<file path="config.mk">
export PLATFORM = sky130hd
export DESIGN_NAME = sa_cell
export DESIGN_NICKNAME = d
export VERILOG_FILES = /design/src/sv/sa_pkg.sv /design/src/sv/sa_cell.sv
export SDC_FILE = /design/constraint.sdc
export NUM_CORES = 1
export LEC_CHECK = 0
export BUFFER_PORTS_ARGS = -buffer_cell sky130_fd_sc_hd__buf_2
export CORE_AREA = 2 2 194 196
export CTS_CLUSTER_DIAMETER = 80
export DETAILED_ROUTE_END_ITERATION = 8
export DIE_AREA = 0 0 196 198
export GPL_TIMING_DRIVEN = 1
export MAX_ROUTING_LAYER = met4
export RECOVER_POWER = 25
export SLEW_MARGIN = 20
export SYNTH_ARGS = -nofsm -noshare
export SYNTH_HDL_FRONTEND = slang
export SYNTH_SLANG_ARGS = --single-unit
</file>
<file path="constraint.sdc">
create_clock -name clk -period 12.88 [get_ports clk]
set_input_delay 0.644 -clock clk [delete_from_list [all_inputs] [get_ports clk]]
set_output_delay 0.644 -clock clk [all_outputs]
set_load 0.005 [all_outputs]
</file>
<file path="src/sv/sa_pkg.sv">
// ----------------------------------------------------------------------------
// Segment allocator package
// Shared constants and types for the segment table and its cells.
// ----------------------------------------------------------------------------
`default_nettype none
package sa_pkg;
  localparam int MAX_SEGMENTS = 64;
  localparam int ADDR_BITS    = 32;
  localparam int IDX_BITS     = $clog2(MAX_SEGMENTS);
  localparam int CNT_BITS     = $clog2(MAX_SEGMENTS + 1);

  localparam logic [2:0] ST_OK       = 3'd0;
  localparam logic [2:0] ST_NO_FIT   = 3'd1;
  localparam logic [2:0] ST_FULL     = 3'd2;
  localparam logic [2:0] ST_UNKNOWN  = 3'd3;
  localparam logic [2:0] ST_ZERO     = 3'd4;

  localparam logic [1:0] FIT_FIRST = 2'd0;
  localparam logic [1:0] FIT_BEST  = 2'd1;
  localparam logic [1:0] FIT_WORST = 2'd2;

  localparam logic [0:0] CMD_ALLOC = 1'b0;
  localparam logic [0:0] CMD_FREE  = 1'b1;

  localparam logic [0:0] REG_TOTAL_SIZE = 1'b0;
  localparam logic [0:0] REG_FIT_MODE   = 1'b1;

  typedef struct packed {
    logic [ADDR_BITS-1:0] start;
    logic [ADDR_BITS-1:0] length;
    logic                 free;
    logic [31:0]          owner;
  } seg_t;

  // Operation applied to every cell of the row together.
  typedef enum logic [2:0] {
    OP_NONE, OP_INIT, OP_ROT, OP_INSERT, OP_REMOVE, OP_WRITE
  } row_op_t;

  typedef struct packed {
    row_op_t        op;
    logic [IDX_BITS-1:0] idx;
    seg_t           wdata;
    seg_t           idata;
  } row_ctl_t;
endpackage
`default_nettype wire

</file>
<file path="src/sv/sa_cell.sv">
// ----------------------------------------------------------------------------
// Segment cell
// Holds one table entry; is initialised or written, or shifts, inserts or rotates with its neighbours.
// ----------------------------------------------------------------------------
`default_nettype none
module sa_cell (
  input  wire logic                        clk,
  input  wire logic [sa_pkg::IDX_BITS-1:0] my_idx,
  input  wire sa_pkg::row_ctl_t            ctl,
  input  wire sa_pkg::seg_t                left_i,
  input  wire sa_pkg::seg_t                right_i,
  output sa_pkg::seg_t                     seg_o
);
  sa_pkg::seg_t seg_r, seg_nxt;

  always_comb begin
    seg_nxt = seg_r;
    case (ctl.op)
      sa_pkg::OP_INIT:   seg_nxt = (my_idx == '0) ? ctl.wdata : '0;
      sa_pkg::OP_ROT:    seg_nxt = right_i;
      sa_pkg::OP_INSERT: begin
        if (my_idx > ctl.idx + 1'b1) seg_nxt = left_i;
        else if (my_idx == ctl.idx + 1'b1) seg_nxt = ctl.idata;
        else if (my_idx == ctl.idx) seg_nxt = ctl.wdata;
      end
      sa_pkg::OP_REMOVE: begin
        if (my_idx >= ctl.idx) seg_nxt = right_i;
        if (my_idx == ctl.idx - 1'b1) seg_nxt = ctl.wdata;
      end
      sa_pkg::OP_WRITE:  if (my_idx == ctl.idx) seg_nxt = ctl.wdata;
      default: ;
    endcase
  end

  always_ff @(posedge clk) begin
    seg_r <= seg_nxt;
  end
  assign seg_o = seg_r;
endmodule
`default_nettype wire

</file>
==> run metrics <==
Reg-to-Reg Start seg_o[77]; met3 Use GR under 10%; crit path DAT 4.49 ns; violated checks design-rule violations; Hold Crit Class in -> reg; final core occ between 30% and 40%; Rows 71; Syn Nets about 1.4k; fmax between 200 and 250 MHz; most used cell, CP buf_4; CP Launch Type input port; DRC 1; leading area contributor after synthesis edfxtp_1; worst endpoint required time 12.86 ns; CTS root buf clkbuf_16; grt peak-use layer met2; Post-DP HPWL between 20 and 30 mm; largest cells by area after synthesis edfxtp_1 (29%), mux2_2 (11%), a222oi_1 (9.5%), mux2i_1 (9.5%), a221oi_1 (8.4%); CP Launch Point ctl[194]; Slew Limit Headroom between 20% and 30%; die width slightly below 200 um; area growth from synthesis to layout 29.50%; clock skew 0 ns; core box area 36960 um2; Final #Nets about 1.8k; PD cells a little over 80 nW/um2; clk sinks just under 100; CTS tree done; crit path cell chain buf_2 > inv_1 > ha_1 > inv_1 > ha_1 > nand3b_1 > nor3_2 > buf_4 > a2111oi_0 > a221oi_4 > buf_4 > buf_4; Starting Density between 20 and 30%; hold slack between 0.6 and 0.7 ns; Hold Violations, Final 0; outcome finished with violations; final WL around 43 mm; Yosys warnings 0; initial antenna violation count 7; WL per Instance around 23 um; Flop pwr share around two fifths; P_int just over 700 uW; Leakage roughly 0.005 uW; #FFs+latches synth 97; Max Cap Viol 0; combinational power share 33.1%; Post-Route Setup TNS 0 ns; detailed-route via count between 10k and 15k; first-pass GRT wire length ~64 mm; Pre-Repair DR Iteration Count 9; final setup vio count 0; GR Util met1 25.81%; post_cts resized 0; crit path max fanout just under 60; worst path bufs/invs 6; Placed Area 12940 um2; Worst setup EP type register; min Tclk post-route 4.505 ns; max reg flops 97; critical setup path kind in -> reg; design area about 13000 um2; register area share after synthesis 28.56%; CTS clk-pin slew, worst paths ~0.070 ns; H-tree depth 3; crit path to seg_o[3]; Async SR Flop Fraction 0%; Sw Ratio 32.48%; clock tree buffer depth 2; Psw 349.6 uW; Syn Inst Count a little under 1k; ANT nets after route 0; RD Place Congestion 0.8140; ys flop type edfxtp_1; EDFF count, synth 97; crit-path max cell delay ~0.8 ns; die height between 150 and 200 um; total power 1076 uW; final slew viol count 0; Num CTS Buffers 9; Hold-fix buffers, CTS 0; GRT met2 Usage around 36%; Synth Cell Area between 10000 and 15000 um2; Iteration-0 DRC Markers 850; RR Endpoint seg_o[77]; IO Port Bufs 500; vias in the first global route 11.15k; share of layout cells above drive strength 1 a little over two fifths; post-CTS setup buffers 0; largest net degree at the start of global routing 85; RSZ-0062 raised after global routing no; Mean Syn Cell Area about 10 um2; Clock Latency Late Sink ~0.35 ns; worst vdd ir 0.05741 mV; Crit-path slowest cell buf_4; fill cell count 3750; Via density ~6.1; crit share post-route between 30% and 40%; Worst-Margin Slew 1.111 ns; Clock Power Share a little over a quarter; Distinct cells, synth 42; die area 38810 um2; I/O pin count between 500 and 600; critical path depth 12; GRT overflow 0; reg2reg setup slack around 11 ns; global-route total usage across every layer 21.32%; post-synth top area share between 20% and 30%; CP delay by family, top buffers and inverters; reg2reg path depth 3
final cells by class:
class                      instances  area, um2  area share, %
multi-input combinational        748       6739          51.02
sequential                        97       2913          22.05
timing repair buffer             522       2629          19.90
tap                              474      593.1          4.490
clock buffer                      10      229.0          1.733
clock inverter                     5      57.56         0.4357
inverter                           9      33.78         0.2558
antenna                            6      15.01         0.1137
synth_stat cells (2+ instances only):
cell       n
buf_4     10
nor2_1     7
nand3_1    3
a221oi_1  98
inv_1      9
buf_8      3
o211ai_1  97
a211o_1    3
nand2_1    2
nor4b_4    2
clkbuf_1  78
edfxtp_1  97
nand2b_1   3
nor3_1     6
mux2_2    97
ha_1      14
o21ai_0    2
mux2i_1   97
xor2_1     2
a222oi_1  97
buf_2     34
xnor2_1    7
nor4_2     2
a22oi_1   97
a21o_1    97
worst min-delay path: cells and delay by family:
kind / cells / cell delay [ns]
AOI/OAI and AO/OA: 2 / 0.14
buffers and inverters: 1 / 0.08
how the worst min path moves through the flow:
| stage | from | to | slack (ns) | cells past startpoint |
|---|---|---|---|---|
| floorplan | seg_o[38] | seg_o[38] | 0.76 | 3 |
| global placement | seg_o[96] | seg_o[96] | 0.77 | 3 |
| detailed placement | seg_o[6] | seg_o[6] | 0.78 | 3 |
| CTS | left_i[55] | seg_o[55] | 0.60 | 3 |
| global route | left_i[78] | seg_o[78] | 0.61 | 3 |
| finish | left_i[55] | seg_o[55] | 0.62 | 3 |
power by group through the flow:
stage | clock, uW | combinational [uW] | sequential [uW]
global placement | 0 | 349 | 445
CTS | 293 | 359 | 439
global route | 305 | 389 | 445
finish | 280 | 356 | 440
floorplan | 0 | 185 | 447
detailed placement | 0 | 358 | 445
layer usage:
metal,up-vias,part of all wire [%]
met4,0,2.1
met1,5647,41
li1,5181,-
met3,43,7.6
met2,616,50
met5,-,0
placed cells by master, fill, tap and decap left out, types with 14 or more instances in the layout:
cell type  netlist  routed
a221oi_1        98      97
edfxtp_1        97      97
o211ai_1        97      97
buf_4           10      22
a222oi_1        97      97
a22oi_1         97      97
mux2_2          97      97
clkbuf_1        78      36
a21o_1          97      97
buf_2           34     463
mux2i_1         97      97
ha_1            14      14
cells by family after synthesis:
family	synth area share (%)
and+or+nand+nor	2.405
DFF	28.56
xor gates and xnor gates	0.7729
buffers and inverters	6.133
muxes	20.23
AOI/OAI and AO/OA	40.19
adders and majority gates	1.717
through the flow:
stage          worst slack (ns)  std cells
3_3_place_gp              8.028       1849
2_1_floorplan             3.036        981
5_1_grt                   8.116       1871
6_report                  8.375       1871
4_1_cts                   8.333       1864
3_5_place_dp              7.947       1849
(Power assumes the default switching activity.)
