`src/sv/sa_pkg.sv`:
```
// ----------------------------------------------------------------------------
// Segment allocator package
// Shared constants and types for the segment table and its cells.
// ----------------------------------------------------------------------------
`default_nettype none
package sa_pkg;
  localparam int MAX_SEGMENTS = 64;
  localparam int ADDR_BITS    = 32;
  localparam int IDX_BITS     = $clog2(MAX_SEGMENTS);
  localparam int CNT_BITS     = $clog2(MAX_SEGMENTS + 1);

  localparam logic [2:0] ST_OK       = 3'd0;
  localparam logic [2:0] ST_NO_FIT   = 3'd1;
  localparam logic [2:0] ST_FULL     = 3'd2;
  localparam logic [2:0] ST_UNKNOWN  = 3'd3;
  localparam logic [2:0] ST_ZERO     = 3'd4;

  localparam logic [1:0] FIT_FIRST = 2'd0;
  localparam logic [1:0] FIT_BEST  = 2'd1;
  localparam logic [1:0] FIT_WORST = 2'd2;

  localparam logic [0:0] CMD_ALLOC = 1'b0;
  localparam logic [0:0] CMD_FREE  = 1'b1;

  localparam logic [0:0] REG_TOTAL_SIZE = 1'b0;
  localparam logic [0:0] REG_FIT_MODE   = 1'b1;

  typedef struct packed {
    logic [ADDR_BITS-1:0] start;
    logic [ADDR_BITS-1:0] length;
    logic                 free;
    logic [31:0]          owner;
  } seg_t;

  // Operation applied to every cell of the row together.
  typedef enum logic [2:0] {
    OP_NONE, OP_INIT, OP_ROT, OP_INSERT, OP_REMOVE, OP_WRITE
  } row_op_t;

  typedef struct packed {
    row_op_t        op;
    logic [IDX_BITS-1:0] idx;
    seg_t           wdata;
    seg_t           idata;
  } row_ctl_t;
endpackage
`default_nettype wire

```
`src/sv/sa_ctrl.sv`:
```
// ----------------------------------------------------------------------------
// Segment allocator sequencer
// Scans the rotating cell row at index zero and issues row operations.
// ----------------------------------------------------------------------------
`default_nettype none
module sa_ctrl (
  input  wire logic                        clk,
  input  wire logic                        rst_n,
  input  wire logic                        start,
  input  wire logic                        in_cmd,
  input  wire logic [31:0]                 in_request_size,
  input  wire logic [31:0]                 in_release_id,
  input  wire logic                        cfg_we,
  input  wire logic [0:0]                  cfg_index,
  input  wire logic [31:0]                 cfg_wdata,
  input  wire sa_pkg::seg_t                head,
  input  wire sa_pkg::seg_t                sel_seg,
  input  wire sa_pkg::seg_t                nxt_seg,
  output sa_pkg::row_ctl_t                 ctl,
  output logic [sa_pkg::IDX_BITS-1:0]      rd_idx,
  output logic                             busy,
  output logic                             out_valid,
  output logic [2:0]                       out_status,
  output logic [31:0]                      out_address,
  output logic [31:0]                      out_granted_id,
  output logic [31:0]                      out_success_count,
  output logic [31:0]                      out_fail_count
);
  localparam int IB = sa_pkg::IDX_BITS;
  localparam int CB = sa_pkg::CNT_BITS;
  localparam logic [CB-1:0] MAXS = CB'(sa_pkg::MAX_SEGMENTS);

  typedef enum logic [2:0] {S_IDLE, S_SCAN, S_APPLY, S_MERGE, S_MSTEP} state_t;
  state_t state_r;

  logic [CB-1:0] cnt_r, pos_r;
  logic [1:0]    fit_r;
  logic [31:0]   nid_r, ok_r, miss_r, size_r, rel_r;
  logic          cmd_r, found_r;
  logic [IB-1:0] ch_r, mi_r;
  logic [31:0]   score_r;
  sa_pkg::seg_t  pick_r;

  logic cand, better;
  logic [31:0] slack;

  // The row rotates left by one each scan cycle, so the entry at pos_r is at cell 0.
  always_comb begin
    slack = head.length - size_r;
    if (cmd_r == sa_pkg::CMD_ALLOC) cand = head.free && head.length >= size_r;
    else cand = !head.free && head.owner == rel_r;
    better = 1'b0;
    if (cand) begin
      if (cmd_r == sa_pkg::CMD_FREE || fit_r == sa_pkg::FIT_FIRST) better = !found_r;
      else if (fit_r == sa_pkg::FIT_BEST) better = !found_r || slack < score_r;
      else if (fit_r == sa_pkg::FIT_WORST) better = !found_r || head.length > score_r;
    end
  end

  // Merge reads come back registered, so each merge step passes through S_MERGE before S_MSTEP.
  always_comb begin
    ctl = '0;
    ctl.op = sa_pkg::OP_NONE;
    rd_idx = mi_r;
    if (cfg_we && cfg_index == sa_pkg::REG_TOTAL_SIZE) begin
      ctl.op = sa_pkg::OP_INIT;
      ctl.wdata.length = cfg_wdata;
      ctl.wdata.free = 1'b1;
    end else if (state_r == S_SCAN) begin
      ctl.op = sa_pkg::OP_ROT;
    end else if (state_r == S_APPLY && found_r) begin
      ctl.idx = ch_r;
      ctl.wdata = pick_r;
      if (cmd_r == sa_pkg::CMD_ALLOC) begin
        ctl.wdata.free = 1'b0;
        ctl.wdata.owner = nid_r;
        ctl.wdata.length = size_r;
        if (pick_r.length != size_r && cnt_r < MAXS) begin
          ctl.op = sa_pkg::OP_INSERT;
          ctl.idata.start = pick_r.start + size_r;
          ctl.idata.length = pick_r.length - size_r;
          ctl.idata.free = 1'b1;
        end else if (pick_r.length == size_r) ctl.op = sa_pkg::OP_WRITE;
      end else begin
        ctl.op = sa_pkg::OP_WRITE;
        ctl.wdata.free = 1'b1;
        ctl.wdata.owner = '0;
      end
    end else if (state_r == S_MSTEP && {1'b0, mi_r} + 1'b1 < cnt_r
                 && sel_seg.free && nxt_seg.free) begin
      ctl.op = sa_pkg::OP_REMOVE;
      ctl.idx = mi_r + 1'b1;
      ctl.wdata = sel_seg;
      ctl.wdata.length = sel_seg.length + nxt_seg.length;
    end
  end

  assign busy = (state_r != S_IDLE);

  always_ff @(posedge clk) begin
    if (!rst_n) begin
      state_r <= S_IDLE; fit_r <= sa_pkg::FIT_FIRST;
      cnt_r <= CB'(1); nid_r <= 32'd1; ok_r <= '0; miss_r <= '0;
      out_valid <= 1'b0;
    end else begin
      out_valid <= 1'b0;
      if (cfg_we && cfg_index == sa_pkg::REG_TOTAL_SIZE) begin
        cnt_r <= CB'(1); nid_r <= 32'd1;
        ok_r <= '0; miss_r <= '0;
      end else if (cfg_we) fit_r <= cfg_wdata[1:0];
      case (state_r)
        S_IDLE: if (start) begin
          cmd_r <= in_cmd; size_r <= in_request_size; rel_r <= in_release_id;
          found_r <= 1'b0; pos_r <= '0; ch_r <= '0; score_r <= '0;
          if (in_cmd == sa_pkg::CMD_ALLOC && (in_request_size == '0 || nid_r == '0)) begin
            out_valid <= 1'b1; out_address <= '0; out_granted_id <= '0;
            out_status <= (in_request_size == '0) ? sa_pkg::ST_ZERO : sa_pkg::ST_FULL;
            out_success_count <= ok_r;
            out_fail_count <= miss_r + {31'd0, miss_r != '1};
            if (miss_r != '1) miss_r <= miss_r + 1'b1;
          end else state_r <= S_SCAN;
        end
        S_SCAN: begin
          // Every cell sees a full rotation so the row returns to its order.
          if (pos_r < cnt_r && better) begin
            found_r <= 1'b1; ch_r <= pos_r[IB-1:0]; pick_r <= head;
            score_r <= (fit_r == sa_pkg::FIT_BEST) ? slack : head.length;
          end
          pos_r <= pos_r + 1'b1;
          if (pos_r == MAXS - 1'b1) state_r <= S_APPLY;
        end
        S_APPLY: begin
          out_valid <= 1'b1; out_granted_id <= '0; out_address <= '0;
          out_success_count <= ok_r; out_fail_count <= miss_r;
          state_r <= S_IDLE;
          if (cmd_r == sa_pkg::CMD_FREE) begin
            if (found_r) begin
              out_status <= sa_pkg::ST_OK; out_address <= pick_r.start;
              mi_r <= '0; state_r <= S_MERGE; out_valid <= 1'b0;
            end else out_status <= sa_pkg::ST_UNKNOWN;
          end else if (!found_r || (pick_r.length != size_r && cnt_r >= MAXS)) begin
            out_status <= found_r ? sa_pkg::ST_FULL : sa_pkg::ST_NO_FIT;
            out_fail_count <= miss_r + {31'd0, miss_r != '1};
            if (miss_r != '1) miss_r <= miss_r + 1'b1;
          end else begin
            out_status <= sa_pkg::ST_OK; out_address <= pick_r.start;
            out_granted_id <= nid_r; nid_r <= nid_r + 1'b1;
            if (pick_r.length != size_r) cnt_r <= cnt_r + 1'b1;
            out_success_count <= ok_r + {31'd0, ok_r != '1};
            if (ok_r != '1) ok_r <= ok_r + 1'b1;
          end
        end
        S_MERGE: state_r <= S_MSTEP;
        S_MSTEP: begin
          if ({1'b0, mi_r} + 1'b1 >= cnt_r) begin
            out_valid <= 1'b1; state_r <= S_IDLE;
          end else begin
            if (sel_seg.free && nxt_seg.free) cnt_r <= cnt_r - 1'b1;
            else mi_r <= mi_r + 1'b1;
            state_r <= S_MERGE;
          end
        end
        default: state_r <= S_IDLE;
      endcase
    end
  end
endmodule
`default_nettype wire
```
`config.mk`:
```
export PLATFORM = sky130hd
export DESIGN_NAME = sa_ctrl
export DESIGN_NICKNAME = d
export VERILOG_FILES = /design/src/sv/sa_pkg.sv /design/src/sv/sa_ctrl.sv
export SDC_FILE = /design/constraint.sdc
export NUM_CORES = 1
export LEC_CHECK = 0
export ABC_AREA = 0
export BUFFER_PORTS_ARGS = -buffer_cell sky130_fd_sc_hd__buf_4
export CORE_AREA = 5 5 284 286
export DETAILED_ROUTE_END_ITERATION = 10
export DIE_AREA = 0 0 289 291
export PLACE_DENSITY = 0.61
export RECOVER_POWER = 100
export SETUP_SLACK_MARGIN = 0.15
export SYNTH_ARGS = -nofsm -noshare
export SYNTH_HDL_FRONTEND = slang
export SYNTH_SLANG_ARGS = --single-unit
```
`constraint.sdc`:
```
create_clock -name clk -period 27.8 [get_ports clk]
set_input_delay 5.56 -clock clk [delete_from_list [all_inputs] [get_ports clk]]
set_output_delay 5.56 -clock clk [all_outputs]
set_load 0.02 [all_outputs]
```
==> summary.md, run 1 <==
| Metric | Value |
|---|---|
| First drt pass iteration count | `6` |
| Prevailing post-synth register cell | `edfxtp_1` |
| Bufs on Longest Clock Path | `3` |
| Final Slew Violations | `slightly above 800` |
| Die footprint | `roughly 84000 sq um` |
| CP arrival | `about 10 ns` |
| Register area share after synthesis | `between 40% and 50%` |
| Tot GR Track Use | `between 20% and 30%` |
| Leading cell type in the layout, fill and taps excluded | `clkbuf_1` |
| GP Congestion | `~0.96` |
| Maximum clock rate | `62.6 MHz` |
| #FFs+latches synth | `between 400 and 500` |
| Worst Path Max Fanout | `50` |
| WL final | `between 100000 and 150000 microns` |
| DRC | `0` |
| Detail Route Antenna Nets | `0` |
| Area growth syn-to-layout | `21.0%` |
| Worst-Skew Late Latency | `0.62 ns` |
| Die Wd | `~290 microns` |
| Num CTS Buffers | `51` |
| Largest net degree at the start of global routing | `73` |
| First-pass GRT wire length | `161000 microns` |
| Crit path time final | `~16 ns` |
| Drt via density | `5.52` |
| Kind of start point of the critical path | `input port` |
| Core Box Area | `78100 sq um` |
| FP Rows | `103` |
| Area of the multi-input gates | `around 16000 sq um` |
| Power density over the cells | `between 50 and 60 nW/um^2` |
| Layout cells sized above 1 | `between 10% and 20%` |
| Failing checks | `max-capacitance violations, max-slew violations` |
| Syn. warnings | `0` |
| Kind of critical path | `input port to primary output` |
| Storage element area | `11600 sq um` |
| Synth cell types | `87` |
| CTS sink count | `421` |
| IO Count | `approximately 740` |
| Nets | `4280` |
| Remaining global-route overflow | `0` |
| Cell mode on critical path | `clkbuf_1` |
| CTS clk-pin slew, worst paths | `about 0.060 ns` |
| Mapped cell area | `between 20000 and 30000 sq um` |
| Max-cap violation count | `17` |
| Most frequent cells in the layout | `clkbuf_1 (392), nor2_1 (347), edfxtp_1 (312), nand2_1 (260), a21oi_1 (233)` |
| Worst slew margin | `-165%` |
| Dpl cells | `between 4000 and 5000` |
| Delay of the slowest critical-path stage | `roughly 1.9 ns` |
| Initial Util | `between 30% and 40%` |
| Metal3 WL | `about 11000 microns` |
| Final hold violations | `0` |
| WL met2 | `~50000 microns` |
| Slowest cell on crit path | `clkbuf_1` |
| Final Power | `about 2000 uW` |
| Post-Layout Cell Count | `4772` |
| Crit path capture type | `primary output` |
| Maximum vdd drop | `0.0492 mV` |
| Post-cts sizing count | `0` |
| CP cell instances | `clkbuf_1 -> nor2b_1 -> nor2_1 -> clkbuf_1 -> nand2_1 -> clkbuf_1 -> nor2_1 -> clkbuf_1` |
| Status | `finished, violations left` |
| Crit-path leading delay family | `buffers and inverters` |
| Setup bufs post-CTS | `0` |
| Number of synthesized flops with an enable pin | `roughly 310` |
| Max Used Layer | `met5` |
| 1st-iter DRT viols | `between 2000 and 2500` |
| DRT met1 WL | `a little under 50000 microns` |
| Initial antenna violation count | `14` |
| Syn Inst Count | `between 3000 and 4000` |
| Post-DP HPWL | `about 90000 microns` |
| Post-synthesis area per instance | `around 9 sq um` |
| Worst endpoint required time | `22.24 ns` |
| Crit path buffers/inverters | `4` |
| Hold WS | `0.488 ns` |
| Tightest Pin Transition | `just under 4 ns` |
| Final Cycle Share | `between 50 and 60%` |
| Fraction of registers with async set or reset after synthesis | `0%` |
| Leakage | `roughly 0.013 uW` |
| Hold Path Class | `register to register` |
| Vias in the first global route | `approximately 25000` |
| Vias post-DR | `approximately 26000` |
| Htree depth | `2` |
| Final Setup Violations | `0` |
| Setup_tns | `0 ns` |
| # fillers | `between 8000 and 9000` |
| Buffers on Ports | `638` |
| RSZ-0062 raised after global routing | `no` |
| Root Buffer | `clkbuf_16` |
| Hold_buf cts | `0` |
| Routed length per instance | `~24 microns` |
| Die height | `291 microns` |
| Clock skew | `between 0.03 and 0.04 ns` |
| CTS tree | `built` |
==> tightest hold or removal path: stages, from the launching register on <==
cell and delay, ns:
dfxtp_1 0.33, nand2_1 0.06, a21oi_1 0.05
==> Yosys cell counts (73+ instances only) <==
cell	number	share of area, %
nor2_1	349	4.6
ha_1	213	9.4
dfxtp_1	109	7.7
nand3_1	93	1.6
a21o_1	83	2.2
a22oi_1	73	1.9
xor2_1	123	3.8
inv_1	120	1.6
clkbuf_1	121	1.6
nand2_1	261	3.5
o21ai_0	143	2.5
and2_1	76	1.7
edfxtp_1	312	33
a21oi_1	234	4.1
xnor2_1	112	3.5
==> path summary, 6_finish.rpt <==
kind                                 from          to  slack, ns  depth (start not counted)
worst max-delay path               cfg_we     ctl[61]      11.81                          8
worst min-delay path             fit_r[0]    fit_r[0]       0.49                          2
worst max register to register  size_r[1]  pick_r[85]      19.11                         20
worst min register to register   fit_r[0]    fit_r[0]       0.49                          2
==> flip-flops by register name, summed over array words and instances, names as in the netlist, 6 cells and up <==
name,flops
size_r,32
nid_r,32
rd_idx,6
out_fail_count,32
cnt_r,7
out_address,32
rel_r,32
score_r,32
ch_r,6
out_granted_id,32
miss_r,32
pos_r,7
ok_r,32
pick_r,64
out_success_count,32
==> logic make-up (layout without fill, tap and decap cells) <==
family                   count (synthesis)  count (layout)  synth area share (%)
buffers and inverters                  298             886                  4.54
AND/OR/NAND/NOR                       1128            1128                  19.4
XOR/XNOR                               235             235                  7.27
adder cells (fa/ha/maj)                217             217                  9.70
AO/OA/AOI/OAI                          768             768                  17.3
multiplexers                            26              26                 0.933
flip-flops                             421             421                  40.8
other                                    1              41                0.0132
==> report_power, final <==
| group | switching [uW] | internal [uW] |
|---|---|---|
| clock | 285 | 400 |
| sequential | 31.3 | 731 |
| combinational | 338 | 178 |
==> per-stage QoR <==
stage          area (sq um)  setup slack (ns)  util, %
3_3_place_gp          34000             13.15     43.5
6_report              34200             11.81     43.8
4_1_cts               35700             13.17     45.7
2_1_floorplan         28400             10.84        -
3_5_place_dp          34000             13.19     43.5
5_1_grt               34200             11.65     43.8
==> per-layer routing <==
metal | vias to the layer above | global-route usage, %
met4 | 8 | 7.37
met3 | 199 | 6.56
li1 | 12500 | -
met1 | 12500 | 34.2
met2 | 1157 | 39.7
met5 | - | 0
==> final cells by class <==
| type | instances | share of cell area [%] |
|---|---|---|
| flip-flops and latches | 421 | 33.7 |
| well taps | 1050 | 3.84 |
| inverters | 122 | 1.34 |
| multi-input cells | 2406 | 45.6 |
| clock buffers | 68 | 4.06 |
| diodes | 9 | 0.0658 |
| repair buffers | 668 | 10.5 |
| clock inverters | 28 | 0.925 |
No activity file was read; power rests on OpenSTA's default activity.
==> inputs of run 2 (changes only) <==
Settings changed: CORE_AREA 5 5 284 286 to 5 5 285 287, DIE_AREA 0 0 289 291 to 0 0 290 292, PLACE_DENSITY 0.61 to 0.6.
Clock period 27.8 ns to 16.7 ns, I/O delays scaled along.
==> run 2 against run 1 <==
Global-route usage shrank 0.32 points. Non-clock buffer count shrank 5. Register-to-register slack worse by 13 ns. Core utilization shrank 0.15 points. Critical path depth grew 14. Largest cell class unchanged. The run still ends with max-capacitance violations, max-slew violations left. Largest power group unchanged. Clock-buffer cell count fell by 7. Sequential share of layout area hardly changed.
==> summary.md, run 2 (synthesis gave the netlist of run 1 again) <==
| Metric | Value |
|---|---|
| Root Buffer | `clkbuf_16` |
| Final Setup Violations | `0 (unchanged)` |
| Layout cells sized above 1 | `11.1% (+0.072 points)` |
| Switching portion of total power | `33.6% (+0.26 points)` |
| CP arrival | `12.85 ns (+2.42 ns)` |
| GP Congestion | `0.949 (-1.1%)` |
| CTS clk-pin slew, worst paths | `0.06 ns (about the same)` |
| Initial Util | `36.1% (-0.12 points)` |
| Slowest cell on crit path | `clkbuf_1` |
| Tot GR Track Use | `24.9% (-0.32 points)` |
| Worst endpoint required time | `16.87 ns (-5.37 ns)` |
| First-pass GRT wire length | `162000 microns (+0.11%)` |
| Metal3 WL | `10000 microns (-8.2%)` |
| NetSw | `1090 uW (+67%)` |
| DRT met1 WL | `49000 microns (+1.5%)` |
| Crit path time final | `12.68 ns` |
| Final Cycle Share | `between 70 and 80%` |
| Max FFs per register | `64 (unchanged)` |
| Final worst setup slack | `4.02 ns (-7.80 ns)` |
| Area growth syn-to-layout | `21.0% (about the same)` |
| Dpl ws | `6.51 ns (-6.67 ns)` |
| Max Used Layer | `met5` |
| Worst Path Max Fanout | `65 (+30%)` |
| Largest net degree at the start of global routing | `73 (unchanged)` |
| First drt pass iteration count | `6 (unchanged)` |
| 1st-iter DRT viols | `2284 (-6.1%)` |
| Num CTS Buffers | `51 (unchanged)` |
| Maximum vdd drop | `0.0762 mV (+55%)` |
| Die footprint | `84700 sq um (+0.69%)` |
| Clock power share | `34.9% (about the same)` |
| Hold_buf cts | `0 (unchanged)` |
| Storage element area | `11600 sq um (unchanged)` |
| Power density over the cells | `95.1 nW/um^2 (+66%)` |
| Die Wd | `290 microns (+0.35%)` |
| Routed length per instance | `23.5 microns (-0.56%)` |
| Maximum clock rate | `about 80 MHz` |
| # fillers | `8072 (-0.050%)` |
| Post-DP HPWL | `88000 microns (-0.47%)` |
| Htree depth | `2 (unchanged)` |
| WL met2 | `47900 microns (-3.3%)` |
| Setup_tns | `0 ns (unchanged)` |
| Failing checks | `max-capacitance violations, max-slew violations` |
| Drt via density | `5.50 (-0.22%)` |
| Kind of start point of the critical path | `input port` |
| Most frequent cells in the layout | `clkbuf_1 (383), nor2_1 (347), edfxtp_1 (312), nand2_1 (259), a21oi_1 (233)` |
| Core Box Area | `78400 sq um (+0.33%)` |
| Leading cell type in the layout, fill and taps excluded | `clkbuf_1` |
| Vias post-DR | `26200 (-0.30%)` |
| Worst-Skew Late Latency | `0.63 ns (about the same)` |
| Status | `finished, violations left` |
| Setup bufs post-CTS | `0 (unchanged)` |
| Post-cts sizing count | `0 (unchanged)` |
| Leakage | `0.0133 uW (-0.22%)` |
| Final hold violations | `0 (unchanged)` |
| Bufs on Longest Clock Path | `3 (unchanged)` |
| DRC | `0 (unchanged)` |
| Crit path capture type | `register` |
| RSZ-0062 raised after global routing | `no` |
| Max-cap violation count | `16 (-1)` |
| Biggest register | `pick_r` |
| Vias in the first global route | `24800 (+0.44%)` |
| Kind of critical path | `input port to register` |
| Hold Path Class | `register to register` |
| Nets | `4275 (-0.12%)` |
| Tightest Pin Transition | `4.22 ns (+0.244 ns)` |
| IO Count | `735 (unchanged)` |
| WL final | `112000 microns (-0.65%)` |
| Delay of the slowest critical-path stage | `2.95 ns (+1.04 ns)` |
| Area of the multi-input gates | `15600 sq um (about the same)` |
| Seq pwr share | `39.0% (+0.2 points)` |
| Buffers on Ports | `638 (unchanged)` |
| Die height | `292 microns (+0.34%)` |
| Remaining global-route overflow | `0 (unchanged)` |
| Logic pwr share | `26.1% (-0.2 points)` |
| CP cell instances | `clkbuf_1 -> inv_1 -> ha_1 -> inv_1 -> fa_1 -> a21oi_1 -> o22ai_1 -> o31ai_1 -> o311a_1 -> a211o_1 -> o2111ai_1 -> xor2_1 -> ha_1 -> nor2b_1 -> o21ai_0 -> a21oi_1 -> o21a_1 -> o21ai_0 -> a41oi_1 -> nor3_2 -> clkbuf_1 -> or2_0` |
| Initial antenna violation count | `20 (+6)` |
| Detail Route Antenna Nets | `0 (unchanged)` |
| Clock skew | `0.0389 ns (+0.00324 ns)` |
| CTS tree | `built` |
| Pint | `2160 uW (+65%)` |
| Final Slew Violations | `808 (+0.25%)` |
| Worst slew margin | `-182% (-16 points)` |
| CTS sink count | `421 (unchanged)` |
| FP Rows | `103 (unchanged)` |
==> run 2: cell count changes in the layout (fill, tap and decap cells not counted), sizes merged <==
cell / before / now
buf: 213 / 212
bufinv: 5 / 4
clkbuf: 523 / 512
clkinv: 19 / 21
clkinvlp: 4 / 9
diode: 9 / 11
==> run 2: stage by stage <==
stage / std cells / area, sq um / hold WS, ns / total power [uW] / utilization, %
3_5_place_dp: 4662 / 34000 / 0.479 / 2160 / 43.3
2_1_floorplan: 3125 / 28400 / 0.449 / 1830 / -
5_1_grt: 4762 / 34200 / 0.536 / 3420 / 43.7
3_3_place_gp: 4662 / 34000 / 0.472 / 2160 / 43.3
6_report: 4768 / 34200 / 0.492 / 3260 / 43.7
4_1_cts: 4757 / 35700 / 0.486 / 3310 / 45.5
==> run 2: path summary, 6_finish.rpt <==
check / from / to / slack [ns] / cells past startpoint
hold / removal: cnt_r[5] / cnt_r[5] / 0.49 / 1
hold reg to reg: cnt_r[5] / cnt_r[5] / 0.49 / 1
setup / recovery: head[33] / score_r[4] / 4.02 / 22
setup reg to reg: size_r[1] / score_r[4] / 6.29 / 20
==> run 2: area by class of cell <==
| class | count | share of cell area, % |
|---|---|---|
| flip-flops and latches | 421 | 33.7 |
| diodes | 11 | 0.0804 |
| clock inverters | 34 | 1.07 |
| clock buffers | 61 | 3.95 |
| repair buffers | 663 | 10.4 |
| multi-input cells | 2406 | 45.6 |
| well taps | 1050 | 3.84 |
| inverters | 122 | 1.34 |
==> run 2: critical path, delay by kind of cell <==
family / cells / cell delay, ns
buf+inv: 4 / 3.21
xor+xnor: 1 / 0.26
compound gates: 11 / 2.48
simple gates: 3 / 2.62
fa+ha+maj: 3 / 0.87
==> run 2: routing by layer <==
| metal | vias to the layer above | GRT usage, % |
|---|---|---|
| li1 | 12500 | - |
| met1 | 12500 | 34.1 |
| met2 | 1100 | 37.7 |
| met3 | 216 | 6.44 |
| met4 | 10 | 10.1 |
| met5 | - | 0 |
==> run 2: power by group through the flow <==
stage | clock [uW] | sequential, uW | combinational, uW
floorplan | 0 | 1290 | 544
global placement | 0 | 1280 | 873
detailed placement | 0 | 1280 | 877
CTS | 1160 | 1260 | 882
global route | 1210 | 1280 | 937
finish | 1140 | 1270 | 851
